--- src/rtl/eous_pkg.sv ---
// Shared types, constants and codes of the engine usage statistics block.
package eous_pkg;

  // Default counter width and queue depth.
  localparam int unsigned CountBits  = 32;
  localparam int unsigned QueueDepth = 4;

  localparam int unsigned RpmW   = 14;
  localparam int unsigned SpeedW = 8;
  localparam int unsigned SecW   = 29;

  // OBD-II reply matching.
  localparam logic [28:0] ReplyId  = 29'h7E8;
  localparam logic [7:0]  SvcReply = 8'h41;
  localparam logic [7:0]  PidRpm   = 8'h0C;
  localparam logic [7:0]  PidSpeed = 8'h0D;
  localparam logic [7:0]  LenRpm   = 8'h04;
  localparam logic [7:0]  LenSpeed = 8'h03;

  // Samples are taken ten per second.
  localparam logic [3:0] SecDivisor = 4'd10;

  // Register indexes and reset values.
  localparam logic          RegIdleRpm     = 1'b0;
  localparam logic          RegIdleSpeed   = 1'b1;
  localparam logic [13:0]   IdleRpmReset   = 14'd1600;
  localparam logic [8:0]    IdleSpeedReset = 9'd10;

  typedef enum logic [1:0] {
    MODE_FRAME  = 2'd0,
    MODE_TICK   = 2'd1,
    MODE_REPORT = 2'd2
  } mode_e;

  typedef struct packed {
    mode_e       mode;
    logic        is_extended;
    logic [28:0] frame_id;
    logic [7:0]  data_byte0;
    logic [7:0]  data_byte1;
    logic [7:0]  data_byte2;
    logic [7:0]  data_byte3;
    logic [7:0]  data_byte4;
  } in_word_t;

  typedef struct packed {
    logic [28:0] off_seconds;
    logic [28:0] idle_seconds;
    logic [28:0] busy_seconds;
    logic [13:0] rpm_min;
    logic [13:0] rpm_mean;
    logic [13:0] rpm_max;
    logic [7:0]  speed_min;
    logic [7:0]  speed_mean;
    logic [7:0]  speed_max;
  } out_word_t;

  // Commands passed from the front end to the statistics engine.
  typedef enum logic [1:0] {
    CMD_RPM    = 2'd0,
    CMD_SPEED  = 2'd1,
    CMD_TICK   = 2'd2,
    CMD_REPORT = 2'd3
  } cmd_e;

  typedef struct packed {
    cmd_e        op;
    logic [13:0] value;
  } cmd_t;

  typedef struct packed {
    logic [13:0] idle_rpm_limit;
    logic [8:0]  idle_speed_limit;
  } cfg_t;

  typedef enum logic {
    ST_RUN = 1'b0,
    ST_DIV = 1'b1
  } state_e;

endpackage

--- src/rtl/eous_front.sv ---
// Front end: accepts input words, decodes OBD-II replies and issues commands.
module eous_front (
  input  logic               clk_i,
  input  logic               rst_ni,
  input  eous_pkg::in_word_t in_word_i,
  input  logic               push,
  output logic               full,
  output eous_pkg::cmd_t     cmd_o,
  output logic               cmd_valid_o,
  input  logic               cmd_ready_i
);
  import eous_pkg::*;

  logic valid_q, valid_d;
  cmd_t cmd_q, cmd_d;
  logic keep;
  logic reply;
  logic take;

  assign full = valid_q && !cmd_ready_i;
  assign take = push && !full;

  always_comb begin
    reply = !in_word_i.is_extended && (in_word_i.frame_id == ReplyId) &&
            (in_word_i.data_byte1 == SvcReply);
    cmd_d.op    = CMD_TICK;
    cmd_d.value = '0;
    keep        = 1'b0;
    case (in_word_i.mode)
      MODE_FRAME: begin
        if (reply && in_word_i.data_byte0 == LenRpm && in_word_i.data_byte2 == PidRpm) begin
          cmd_d.op    = CMD_RPM;
          cmd_d.value = {in_word_i.data_byte3, in_word_i.data_byte4[7:2]};
          keep        = 1'b1;
        end else if (reply && in_word_i.data_byte0 == LenSpeed &&
                     in_word_i.data_byte2 == PidSpeed) begin
          cmd_d.op    = CMD_SPEED;
          cmd_d.value = {6'd0, in_word_i.data_byte3};
          keep        = 1'b1;
        end
      end
      MODE_TICK: begin
        cmd_d.op = CMD_TICK;
        keep     = 1'b1;
      end
      MODE_REPORT: begin
        cmd_d.op = CMD_REPORT;
        keep     = 1'b1;
      end
      default: begin
        keep = 1'b0;
      end
    endcase
  end

  always_comb begin
    valid_d = valid_q;
    if (valid_q && cmd_ready_i) begin
      valid_d = 1'b0;
    end
    if (take) begin
      valid_d = keep;
    end
  end

  always_ff @(posedge clk_i or negedge rst_ni) begin
    if (!rst_ni) begin
      valid_q <= 1'b0;
    end else begin
      valid_q <= valid_d;
    end
  end

  always_ff @(posedge clk_i) begin
    if (take) begin
      cmd_q <= cmd_d;
    end
  end

  assign cmd_o       = cmd_q;
  assign cmd_valid_o = valid_q;

endmodule

--- src/rtl/eous_queue.sv ---
// Short command queue between the front end and the statistics engine.
module eous_queue #(
  parameter int unsigned DEPTH = eous_pkg::QueueDepth
) (
  input  logic           clk_i,
  input  logic           rst_ni,
  input  logic           wr_valid_i,
  output logic           wr_ready_o,
  input  eous_pkg::cmd_t wr_data_i,
  output logic           rd_valid_o,
  input  logic           rd_ready_i,
  output eous_pkg::cmd_t rd_data_o
);
  import eous_pkg::*;

  localparam int unsigned PtrW = (DEPTH > 1) ? $clog2(DEPTH) : 1;
  localparam int unsigned CntW = $clog2(DEPTH + 1);

  cmd_t            entry_q [DEPTH];
  logic [PtrW-1:0] wr_ptr_q, wr_ptr_d;
  logic [PtrW-1:0] rd_ptr_q, rd_ptr_d;
  logic [CntW-1:0] count_q, count_d;
  logic            do_wr, do_rd;

  assign wr_ready_o = (count_q != CntW'(DEPTH));
  assign rd_valid_o = (count_q != '0);
  assign do_wr      = wr_valid_i && wr_ready_o;
  assign do_rd      = rd_valid_o && rd_ready_i;
  assign rd_data_o  = entry_q[rd_ptr_q];

  always_comb begin
    wr_ptr_d = wr_ptr_q;
    rd_ptr_d = rd_ptr_q;
    count_d  = count_q;
    if (do_wr) begin
      wr_ptr_d = (wr_ptr_q == PtrW'(DEPTH - 1)) ? '0 : wr_ptr_q + PtrW'(1);
    end
    if (do_rd) begin
      rd_ptr_d = (rd_ptr_q == PtrW'(DEPTH - 1)) ? '0 : rd_ptr_q + PtrW'(1);
    end
    if (do_wr && !do_rd) begin
      count_d = count_q + CntW'(1);
    end else if (do_rd && !do_wr) begin
      count_d = count_q - CntW'(1);
    end
  end

  always_ff @(posedge clk_i or negedge rst_ni) begin
    if (!rst_ni) begin
      wr_ptr_q <= '0;
      rd_ptr_q <= '0;
      count_q  <= '0;
    end else begin
      wr_ptr_q <= wr_ptr_d;
      rd_ptr_q <= rd_ptr_d;
      count_q  <= count_d;
    end
  end

  always_ff @(posedge clk_i) begin
    if (do_wr) begin
      entry_q[wr_ptr_q] <= wr_data_i;
    end
  end

endmodule

--- src/rtl/eous_div.sv ---
// Restoring serial divider, one quotient bit per cycle.
module eous_div #(
  parameter int unsigned NUM_W = 46,
  parameter int unsigned DEN_W = 32
) (
  input  logic             clk_i,
  input  logic             rst_ni,
  input  logic             start_i,
  input  logic [NUM_W-1:0] num_i,
  input  logic [DEN_W-1:0] den_i,
  output logic             busy_o,
  output logic [NUM_W-1:0] quo_o
);

  localparam int unsigned CntW = $clog2(NUM_W + 1);

  logic [CntW-1:0]  cnt_q;
  logic [NUM_W-1:0] num_q, num_d;
  logic [DEN_W-1:0] rem_q, rem_d;
  logic [DEN_W-1:0] den_q;
  logic [DEN_W:0]   trial, diff;

  // The dividend shifts out at the top while quotient bits enter at the bottom.
  always_comb begin
    trial = {rem_q, num_q[NUM_W-1]};
    diff  = trial - {1'b0, den_q};
    if (trial >= {1'b0, den_q}) begin
      rem_d = diff[DEN_W-1:0];
      num_d = {num_q[NUM_W-2:0], 1'b1};
    end else begin
      rem_d = trial[DEN_W-1:0];
      num_d = {num_q[NUM_W-2:0], 1'b0};
    end
  end

  always_ff @(posedge clk_i or negedge rst_ni) begin
    if (!rst_ni) begin
      cnt_q <= '0;
    end else if (start_i) begin
      cnt_q <= CntW'(NUM_W);
    end else if (cnt_q != '0) begin
      cnt_q <= cnt_q - CntW'(1);
    end
  end

  always_ff @(posedge clk_i) begin
    if (start_i) begin
      num_q <= num_i;
      rem_q <= '0;
      den_q <= den_i;
    end else if (cnt_q != '0) begin
      num_q <= num_d;
      rem_q <= rem_d;
    end
  end

  assign busy_o = (cnt_q != '0);
  assign quo_o  = num_q;

endmodule

--- src/rtl/eous_back.sv ---
// Statistics engine: latches samples, keeps counts and builds reports.
module eous_back #(
  parameter int unsigned COUNT_BITS = eous_pkg::CountBits
) (
  input  logic                clk_i,
  input  logic                rst_ni,
  input  eous_pkg::cfg_t      cfg_i,
  input  logic                cmd_valid_i,
  input  eous_pkg::cmd_t      cmd_i,
  output logic                cmd_ready_o,
  output eous_pkg::out_word_t out_word_o,
  output logic                empty,
  input  logic                pop
);
  import eous_pkg::*;

  localparam int unsigned RsumW = COUNT_BITS + RpmW;
  localparam int unsigned SsumW = COUNT_BITS + SpeedW;
  localparam int unsigned SecExtW = COUNT_BITS + SecW;
  localparam logic [SecW-1:0]   SecMax   = '1;
  localparam logic [RpmW-1:0]   RpmMax   = '1;
  localparam logic [SpeedW-1:0] SpeedMax = '1;
  localparam logic [3:0]        SecLast  = SecDivisor - 4'd1;

  state_e state_q, state_d;

  logic [RpmW-1:0]       latched_rpm_q;
  logic [SpeedW-1:0]     latched_speed_q;
  logic [COUNT_BITS-1:0] rpm_off_count_q, rpm_idle_count_q, rpm_busy_count_q;
  logic [COUNT_BITS-1:0] speed_busy_count_q;
  logic [RsumW-1:0]      rpm_busy_sum_q;
  logic [SsumW-1:0]      speed_busy_sum_q;
  logic [RpmW-1:0]       rpm_busy_min_q, rpm_busy_max_q;
  logic [SpeedW-1:0]     speed_busy_min_q, speed_busy_max_q;

  // Each engine count is also kept as whole seconds plus a tenths digit, so
  // the seconds never need a division. Both stop together when the count
  // saturates, which keeps the seconds equal to the count divided by ten.
  logic [3:0]            off_tenths_q, idle_tenths_q, busy_tenths_q;
  logic [COUNT_BITS-1:0] off_secs_q, idle_secs_q, busy_secs_q;

  logic      out_valid_q;
  out_word_t out_q, out_d;

  logic accept, div_start, finish, div_busy;
  logic rpm_off, rpm_idle, speed_busy;
  logic [RsumW:0] rsum_add;
  logic [SsumW:0] ssum_add;
  logic [RsumW-1:0] rsum_next;
  logic [SsumW-1:0] ssum_next;

  logic [RsumW-1:0]      rmean_quo;
  logic [SsumW-1:0]      smean_quo;
  logic                  rmean_busy, smean_busy;
  logic [SecExtW-1:0]    off_ext, idle_ext, busy_ext;

  // Next state.
  always_comb begin
    state_d = state_q;
    unique case (state_q)
      ST_RUN: begin
        if (accept && cmd_i.op == CMD_REPORT) begin
          state_d = ST_DIV;
        end
      end
      ST_DIV: begin
        if (!div_busy) begin
          state_d = ST_RUN;
        end
      end
    endcase
  end

  // Control outputs. A report waits until the result register is free.
  always_comb begin
    cmd_ready_o = 1'b0;
    div_start   = 1'b0;
    finish      = 1'b0;
    unique case (state_q)
      ST_RUN: begin
        cmd_ready_o = !(cmd_i.op == CMD_REPORT && out_valid_q);
        div_start   = cmd_valid_i && cmd_ready_o && cmd_i.op == CMD_REPORT;
      end
      ST_DIV: begin
        finish = !div_busy;
      end
    endcase
  end

  assign accept   = cmd_valid_i && cmd_ready_o;
  assign div_busy = rmean_busy || smean_busy;

  always_comb begin
    rpm_off    = (latched_rpm_q == '0);
    rpm_idle   = !rpm_off && (latched_rpm_q < cfg_i.idle_rpm_limit);
    speed_busy = (latched_speed_q != '0) &&
                 ({1'b0, latched_speed_q} >= cfg_i.idle_speed_limit);
    rsum_add   = {1'b0, rpm_busy_sum_q} + (RsumW + 1)'(latched_rpm_q);
    ssum_add   = {1'b0, speed_busy_sum_q} + (SsumW + 1)'(latched_speed_q);
    rsum_next  = rsum_add[RsumW] ? '1 : rsum_add[RsumW-1:0];
    ssum_next  = ssum_add[SsumW] ? '1 : ssum_add[SsumW-1:0];
  end

  always_ff @(posedge clk_i or negedge rst_ni) begin
    if (!rst_ni) begin
      state_q            <= ST_RUN;
      latched_rpm_q      <= '0;
      latched_speed_q    <= '0;
      rpm_off_count_q    <= '0;
      rpm_idle_count_q   <= '0;
      rpm_busy_count_q   <= '0;
      rpm_busy_sum_q     <= '0;
      rpm_busy_min_q     <= '0;
      rpm_busy_max_q     <= '0;
      speed_busy_count_q <= '0;
      speed_busy_sum_q   <= '0;
      speed_busy_min_q   <= '0;
      speed_busy_max_q   <= '0;
      off_tenths_q       <= '0;
      idle_tenths_q      <= '0;
      busy_tenths_q      <= '0;
      off_secs_q         <= '0;
      idle_secs_q        <= '0;
      busy_secs_q        <= '0;
    end else begin
      state_q <= state_d;
      if (finish) begin
        rpm_off_count_q    <= '0;
        rpm_idle_count_q   <= '0;
        rpm_busy_count_q   <= '0;
        rpm_busy_sum_q     <= '0;
        rpm_busy_min_q     <= '0;
        rpm_busy_max_q     <= '0;
        speed_busy_count_q <= '0;
        speed_busy_sum_q   <= '0;
        speed_busy_min_q   <= '0;
        speed_busy_max_q   <= '0;
        off_tenths_q       <= '0;
        idle_tenths_q      <= '0;
        busy_tenths_q      <= '0;
        off_secs_q         <= '0;
        idle_secs_q        <= '0;
        busy_secs_q        <= '0;
      end else if (accept) begin
        unique case (cmd_i.op)
          CMD_RPM: begin
            latched_rpm_q <= cmd_i.value;
          end
          CMD_SPEED: begin
            latched_speed_q <= cmd_i.value[SpeedW-1:0];
          end
          CMD_TICK: begin
            if (rpm_off) begin
              if (rpm_off_count_q != '1) begin
                rpm_off_count_q <= rpm_off_count_q + COUNT_BITS'(1);
                if (off_tenths_q == SecLast) begin
                  off_tenths_q <= '0;
                  off_secs_q   <= off_secs_q + COUNT_BITS'(1);
                end else begin
                  off_tenths_q <= off_tenths_q + 4'd1;
                end
              end
            end else if (rpm_idle) begin
              if (rpm_idle_count_q != '1) begin
                rpm_idle_count_q <= rpm_idle_count_q + COUNT_BITS'(1);
                if (idle_tenths_q == SecLast) begin
                  idle_tenths_q <= '0;
                  idle_secs_q   <= idle_secs_q + COUNT_BITS'(1);
                end else begin
                  idle_tenths_q <= idle_tenths_q + 4'd1;
                end
              end
            end else begin
              if (rpm_busy_count_q != '1) begin
                rpm_busy_count_q <= rpm_busy_count_q + COUNT_BITS'(1);
                if (busy_tenths_q == SecLast) begin
                  busy_tenths_q <= '0;
                  busy_secs_q   <= busy_secs_q + COUNT_BITS'(1);
                end else begin
                  busy_tenths_q <= busy_tenths_q + 4'd1;
                end
              end
              rpm_busy_sum_q <= rsum_next;
              if (rpm_busy_min_q == '0 || latched_rpm_q < rpm_busy_min_q) begin
                rpm_busy_min_q <= latched_rpm_q;
              end
              if (latched_rpm_q > rpm_busy_max_q) begin
                rpm_busy_max_q <= latched_rpm_q;
              end
            end
            if (speed_busy) begin
              if (speed_busy_count_q != '1) begin
                speed_busy_count_q <= speed_busy_count_q + COUNT_BITS'(1);
              end
              speed_busy_sum_q <= ssum_next;
              if (speed_busy_min_q == '0 || latched_speed_q < speed_busy_min_q) begin
                speed_busy_min_q <= latched_speed_q;
              end
              if (latched_speed_q > speed_busy_max_q) begin
                speed_busy_max_q <= latched_speed_q;
              end
            end
            latched_rpm_q   <= '0;
            latched_speed_q <= '0;
          end
          CMD_REPORT: begin
            // Statistics stay frozen while the dividers run.
          end
        endcase
      end
    end
  end

  eous_div #(.NUM_W(RsumW), .DEN_W(COUNT_BITS)) u_div_rpm (
    .clk_i, .rst_ni, .start_i(div_start), .num_i(rpm_busy_sum_q),
    .den_i(rpm_busy_count_q), .busy_o(rmean_busy), .quo_o(rmean_quo)
  );

  eous_div #(.NUM_W(SsumW), .DEN_W(COUNT_BITS)) u_div_speed (
    .clk_i, .rst_ni, .start_i(div_start), .num_i(speed_busy_sum_q),
    .den_i(speed_busy_count_q), .busy_o(smean_busy), .quo_o(smean_quo)
  );

  // Report assembly with saturation of seconds and means.
  always_comb begin
    off_ext  = {{SecW{1'b0}}, off_secs_q};
    idle_ext = {{SecW{1'b0}}, idle_secs_q};
    busy_ext = {{SecW{1'b0}}, busy_secs_q};
    out_d.off_seconds  = (off_ext > SecExtW'(SecMax)) ? SecMax : off_ext[SecW-1:0];
    out_d.idle_seconds = (idle_ext > SecExtW'(SecMax)) ? SecMax : idle_ext[SecW-1:0];
    out_d.busy_seconds = (busy_ext > SecExtW'(SecMax)) ? SecMax : busy_ext[SecW-1:0];
    out_d.rpm_min      = rpm_busy_min_q;
    out_d.rpm_max      = rpm_busy_max_q;
    out_d.speed_min    = speed_busy_min_q;
    out_d.speed_max    = speed_busy_max_q;
    if (rpm_busy_count_q == '0) begin
      out_d.rpm_mean = '0;
    end else if (rmean_quo > RsumW'(RpmMax)) begin
      out_d.rpm_mean = RpmMax;
    end else begin
      out_d.rpm_mean = rmean_quo[RpmW-1:0];
    end
    if (speed_busy_count_q == '0) begin
      out_d.speed_mean = '0;
    end else if (smean_quo > SsumW'(SpeedMax)) begin
      out_d.speed_mean = SpeedMax;
    end else begin
      out_d.speed_mean = smean_quo[SpeedW-1:0];
    end
  end

  always_ff @(posedge clk_i or negedge rst_ni) begin
    if (!rst_ni) begin
      out_valid_q <= 1'b0;
    end else if (finish) begin
      out_valid_q <= 1'b1;
    end else if (pop && out_valid_q) begin
      out_valid_q <= 1'b0;
    end
  end

  always_ff @(posedge clk_i) begin
    if (finish) begin
      out_q <= out_d;
    end
  end

  assign out_word_o = out_q;
  assign empty      = !out_valid_q;

endmodule

--- src/rtl/engine_obd_usage_statistics.sv ---
// Top level of the engine usage statistics block from OBD-II mode-1 replies.
//
// The block watches received CAN frames for OBD-II mode-1 replies carrying
// engine speed or vehicle speed and latches the decoded values; a sample tick
// sorts the latched values as off, idle or busy and updates the counters and
// the busy sum, minimum and maximum; a report word returns the engine times in
// seconds together with busy minimum, mean and maximum for both channels and
// then clears the statistics. Frame and tick words pass the front end and the
// engine without waiting, so they can be pushed in every cycle while full is
// low. A report holds the engine while the serial dividers form the mean engine
// speed and the mean vehicle speed one bit per cycle; the words pushed behind
// it wait in the command queue. A report is only started once the previous
// report word has been popped.
module engine_obd_usage_statistics #(
  parameter int unsigned COUNT_BITS  = eous_pkg::CountBits,
  parameter int unsigned QUEUE_DEPTH = eous_pkg::QueueDepth
) (
  input  logic                clk_i,
  input  logic                rst_ni,
  // Input words.
  input  eous_pkg::in_word_t  in_word_i,
  input  logic                push,
  output logic                full,
  // Report words.
  output eous_pkg::out_word_t out_word_o,
  output logic                empty,
  input  logic                pop,
  // Configuration port.
  input  logic                psel,
  input  logic                penable,
  input  logic                pwrite,
  input  logic [2:0]          paddr,
  input  logic [31:0]         pwdata,
  output logic [31:0]         prdata,
  output logic                pready
);
  import eous_pkg::*;

  cfg_t cfg_q;
  logic cfg_wr;
  logic reg_sel;

  cmd_t front_cmd, queue_cmd;
  logic front_valid, front_ready;
  logic queue_valid, queue_ready;

  // Registers sit at byte addresses 0 and 4, so address bit 2 picks one.
  assign pready  = 1'b1;
  assign reg_sel = paddr[2];
  assign cfg_wr  = psel && penable && pwrite && pready;

  always_ff @(posedge clk_i or negedge rst_ni) begin
    if (!rst_ni) begin
      cfg_q.idle_rpm_limit   <= IdleRpmReset;
      cfg_q.idle_speed_limit <= IdleSpeedReset;
    end else if (cfg_wr) begin
      unique case (reg_sel)
        RegIdleRpm:   cfg_q.idle_rpm_limit   <= pwdata[13:0];
        RegIdleSpeed: cfg_q.idle_speed_limit <= pwdata[8:0];
      endcase
    end
  end

  always_comb begin
    unique case (reg_sel)
      RegIdleRpm:   prdata = 32'(cfg_q.idle_rpm_limit);
      RegIdleSpeed: prdata = 32'(cfg_q.idle_speed_limit);
    endcase
  end

  // The front end decodes frames and drops those that do not match.
  eous_front u_front (
    .clk_i,
    .rst_ni,
    .in_word_i,
    .push,
    .full,
    .cmd_o       (front_cmd),
    .cmd_valid_o (front_valid),
    .cmd_ready_i (front_ready)
  );

  // The queue lets ticks and frames keep arriving while a report runs.
  eous_queue #(.DEPTH(QUEUE_DEPTH)) u_queue (
    .clk_i,
    .rst_ni,
    .wr_valid_i (front_valid),
    .wr_ready_o (front_ready),
    .wr_data_i  (front_cmd),
    .rd_valid_o (queue_valid),
    .rd_ready_i (queue_ready),
    .rd_data_o  (queue_cmd)
  );

  // The engine owns all statistics and the report register.
  eous_back #(.COUNT_BITS(COUNT_BITS)) u_back (
    .clk_i,
    .rst_ni,
    .cfg_i       (cfg_q),
    .cmd_valid_i (queue_valid),
    .cmd_i       (queue_cmd),
    .cmd_ready_o (queue_ready),
    .out_word_o,
    .empty,
    .pop
  );

endmodule

--- config.mk ---
export PLATFORM = sky130hd
export DESIGN_NAME = engine_obd_usage_statistics
export DESIGN_NICKNAME = d
export VERILOG_FILES = /design/src/rtl/eous_pkg.sv /design/src/rtl/eous_front.sv /design/src/rtl/eous_queue.sv /design/src/rtl/eous_div.sv /design/src/rtl/eous_back.sv /design/src/rtl/engine_obd_usage_statistics.sv
export SDC_FILE = /design/constraint.sdc
export NUM_CORES = 2
export LEC_CHECK = 0
export ABC_AREA = 1
export BUFFER_PORTS_ARGS = -buffer_cell sky130_fd_sc_hd__buf_2
export CORE_MARGIN = 2
export CORE_UTILIZATION = 25
export CTS_CLUSTER_DIAMETER = 150
export DETAILED_ROUTE_END_ITERATION = 8
export SLEW_MARGIN = 25
export SYNTH_ARGS = -nofsm -noshare
export SYNTH_HDL_FRONTEND = slang
export SYNTH_SLANG_ARGS = --single-unit
--- constraint.sdc ---
create_clock -name clk_i -period 4.9 [get_ports clk_i]
set_input_delay 0.98 -clock clk_i [delete_from_list [all_inputs] [get_ports clk_i]]
set_output_delay 0.98 -clock clk_i [all_outputs]
set_load 0.01 [all_outputs]
==> flow_metrics.py <==
metrics = {
    "run_status": {
        "status": "finished clean",
    },
    "clock_network": {
        "holdBufCountCts": 0,
        "clk_pin_slew_ns": 0.06,
        "worstSkewPairLatency_ns": 0.73,
        "numCtsBuffers": 96,
        "cts.sinks": 880,
        "cts_setup_buffers": 0,
        "clock-root-buffer": "clkbuf_16",
        "cts_max_level": 3,
        "cts_tree": "yes",
        "cts_resized": 0,
        "cts_buffer_depth": 3,
    },
    "cells_and_area": {
        "syn2layout_area_growth_pct": 14.4,
        "final_nets": 7581,
        "stdcell_count": 10200,
        "layout_commonest_cell": "nand2_1",
        "layout_common_cells": "2,429 x nand2_1, 933 x inv_1, 617 x nor2_1",
        "drive_gt1_share_pct": 7.28,
        "fillers": 22600,
    },
    "setup_path": {
        "crit_buf_inv": 2,
        "critPathSlowestCell": "nand2_2",
        "crit_family": "simple AND/OR/NAND/NOR gates",
        "crit_fanout": 63,
        "critPathKind": "reg -> reg",
        "endpoint_kind": "flop",
        "crit_chain": "inv_1 > a32oi_1 > ha_1 > a21oi_1 > nand2_2 > inv_2 > nand2_1 > nor3b_2 > nand2_2 > nand2_2 > nand2_2 > o21ai_0",
        "crit_arrival_ns": 4.83,
        "startpoint_type": "flop",
        "slowest_delay_ns": 0.66,
        "critPathMostFrequentCell": "nand2_2",
        "worst-endpoint-required_ns": 5.52,
    },
    "timing": {
        "setup_viol": 0,
        "relSlewSlack_pct": 33.9,
        "max_freq_ghz": 0.237,
        "finalHoldViolCount": 0,
        "fin_skew_ns": 0.0506,
        "tns_ns": 0,
        "period_needed_ns": 4.21,
        "whs_ns": 0.267,
        "worst_slew_pin_slew_ns": 0.983,
        "final_max_slew_viol_count": 0,
        "rsz0062_at_grt": "no",
        "period_share_pct": 86.0,
    },
    "synth": {
        "synth.area.top_cells": "edfxtp_1 22%, dfrtp_1 20%, nand2_1 17%",
        "yosys.cell_types.count": 53,
        "async_flop_share_pct": 49.2,
        "synth_seq_cells": 880,
        "synth_compound_area_share_pct": 5.80,
        "syn_avg_cell_area_sq_um": 7.39,
        "synth_top_area_share_pct": 21.9,
        "muxShareOfSynthArea_pct": 0.0191,
        "synthXorXnorAreaFrac_pct": 3.49,
        "synth_edf_count": 383,
        "synth_top_family_by_area": "simple AND/OR/NAND/NOR gates",
        "synth_cells": 7098,
        "seq_area_frac_synth_pct": 45.1,
        "synthesis.area_sq_um": 52400,
        "yosys.area_share.adder_pct": 4.27,
        "ys.flop_type": "dfrtp_1",
        "ys_warn_count": 0,
        "yosysTopAreaCell": "edfxtp_1",
        "synth-simple-area-share_pct": 32.6,
    },
    "power_and_ir_drop": {
        "seq_power_share_pct": 37.3,
        "ir_worst_vdd_v": 0.000289,
        "p_int_mw": 16.7,
        "power_density_nw_per_um2": 459,
        "pwr-share-comb_pct": 35.5,
        "p_leak_nw": 28.5,
        "p_sw_share_pct": 39.3,
        "clock_power_share_pct": 27.2,
        "power_mw": 27.6,
        "p_sw_mw": 10.8,
    },
    "drt": {
        "wl_met2_mm": 73.1,
        "drc": 0,
        "post_drt_wl_per_cell_um": 15.2,
        "routed-wl-met3_mm": 7.00,
        "first_pass_iters": 6,
        "drt_wl_total_mm": 155,
        "drt-met1-wl_mm": 70.7,
        "routed.top_layer": "met4",
        "final_antenna_net_count": 0,
        "drtIter0Drc": 3164,
        "via_per_inst": 4.53,
        "vias": 46100,
    },
    "min_path": {
        "hp-class": "in -> async",
    },
    "floorplan": {
        "design.core.area_sq_um": 209000,
        "initial_utilization_pct": 25.1,
        "die_w_um": 462,
        "dieArea_sq_um": 213000,
        "boundaryPins": 302,
        "fp-row-count": 168,
        "die_h_um": 462,
    },
    "place": {
        "post-dp-hpwl_mm": 114,
        "post-place-cells": 9998,
        "gp_congestion": 0.916,
        "io_buffers": 260,
    },
    "global_route": {
        "grt_max_degree": 129,
        "grt_pass1_vias": 44700,
        "antenna_found_initial": 4,
        "overflow": 0,
        "grt_pass1_wl_mm": 246,
        "track_usage_pct": 14.3,
    },
    "job": {
        "max_cap_viol_count": 0,
    },
}
-- layout make-up --
cell class	instances	area [sq um]	share of cell area [%]
tap	2805	3510	5.85
antenna	1	2.50	0.00417
inverter	944	3550	5.91
multi-input combinational	5063	24300	40.6
clock inverter	57	614	1.02
sequential	880	23600	39.4
timing repair buffer	306	1730	2.89
clock buffer	123	2630	4.38
-- layer usage --
layer,global-route usage (%),vias to the layer above
met2,24.1,1060
li1,-,23100
met4,4.60,0
met5,0,-
met1,18.8,21700
met3,1.89,219
-- synth_stat cells, types with 6 or more instances --
cell type,instances
clkbuf_1,115
dfxtp_1,64
nand3_1,574
or2_2,23
a21oi_1,130
buf_1,13
o21bai_1,9
dfrtp_1,428
nand2_1,2435
nor2_1,623
nand2_2,12
o21a_1,6
o211ai_1,12
inv_1,934
nand3b_1,81
ha_1,171
o21ai_0,370
nor4_1,40
edfxtp_1,383
buf_4,31
nor3_1,170
buf_2,67
xnor2_1,63
o21ai_1,15
nand4_1,96
o22ai_1,20
inv_2,7
xor2_1,146
-- metrics by stage --
step	utilization (%)	setup slack [ns]	cell area, sq um
after floorplan	-	0.501	52500
after global placement	27.2	0.723	56700
after detailed placement	27.2	0.670	56800
after CTS	28.7	0.680	60000
after global routing	28.7	0.270	60000
final	28.7	0.687	60000
-- path summary, 6_finish.rpt --
kind                                       startpoint                            end  slack, ns  cells past startpoint
setup / recovery                  u_queue.rd_ptr_q[1]  u_back.speed_busy_count_q[30]       0.69                     12
hold / removal                                 rst_ni       u_back.rpm_busy_min_q[7]       0.27                      1
setup reg to reg                  u_queue.rd_ptr_q[1]  u_back.speed_busy_count_q[30]       0.69                     12
hold reg to reg            u_back.u_div_rpm.rem_q[19]     u_back.u_div_rpm.rem_q[19]       0.47                      2
max in group asynchronous                      rst_ni    u_back.speed_busy_sum_q[39]       3.37                      2
min in group clk_i         u_back.u_div_rpm.rem_q[19]     u_back.u_div_rpm.rem_q[19]       0.47                      2
-- sequential cells by signal, indices dropped and copies added (netlist names), 23 cells and up --
| signal | flops |
|---|---|
| u_back.u_div_speed.quo_o | 40 |
| u_back.busy_secs_q | 32 |
| u_back.u_div_rpm.den_q | 32 |
| u_back.rpm_busy_sum_q | 46 |
| u_back.off_secs_q | 32 |
| u_back.rpm_idle_count_q | 32 |
| u_back.speed_busy_count_q | 32 |
| u_back.rpm_busy_count_q | 32 |
| u_queue.entry_q | 64 |
| u_back.u_div_speed.den_q | 32 |
| u_back.u_div_rpm.quo_o | 46 |
| u_back.rpm_off_count_q | 32 |
| u_back.u_div_rpm.rem_q | 32 |
| u_back.idle_secs_q | 32 |
| u_back.speed_busy_sum_q | 40 |
| cfg_q | 23 |
| u_back.out_word_o | 153 |
| u_back.u_div_speed.rem_q | 32 |
-- kinds of logic after synthesis --
group	count (synthesis)
AND/OR/NAND/NOR	4079
other	2
XOR/XNOR	209
buffers and inverters	1172
adder cells (fa/ha/maj)	176
multiplexers	1
AO/OA/AOI/OAI	579
flip-flops	880
-- power groups by stage --
| stage | combinational, mW | sequential (mW) | clock, mW |
|---|---|---|---|
| floorplan | 7.29 | 9.91 | 0 |
| global placement | 9.53 | 10.4 | 0 |
| detailed placement | 9.77 | 10.4 | 0 |
| CTS | 9.82 | 10.3 | 7.70 |
| global route | 11.2 | 10.4 | 7.98 |
| finish | 9.78 | 10.3 | 7.51 |
Power figures use the tool's default switching activity.
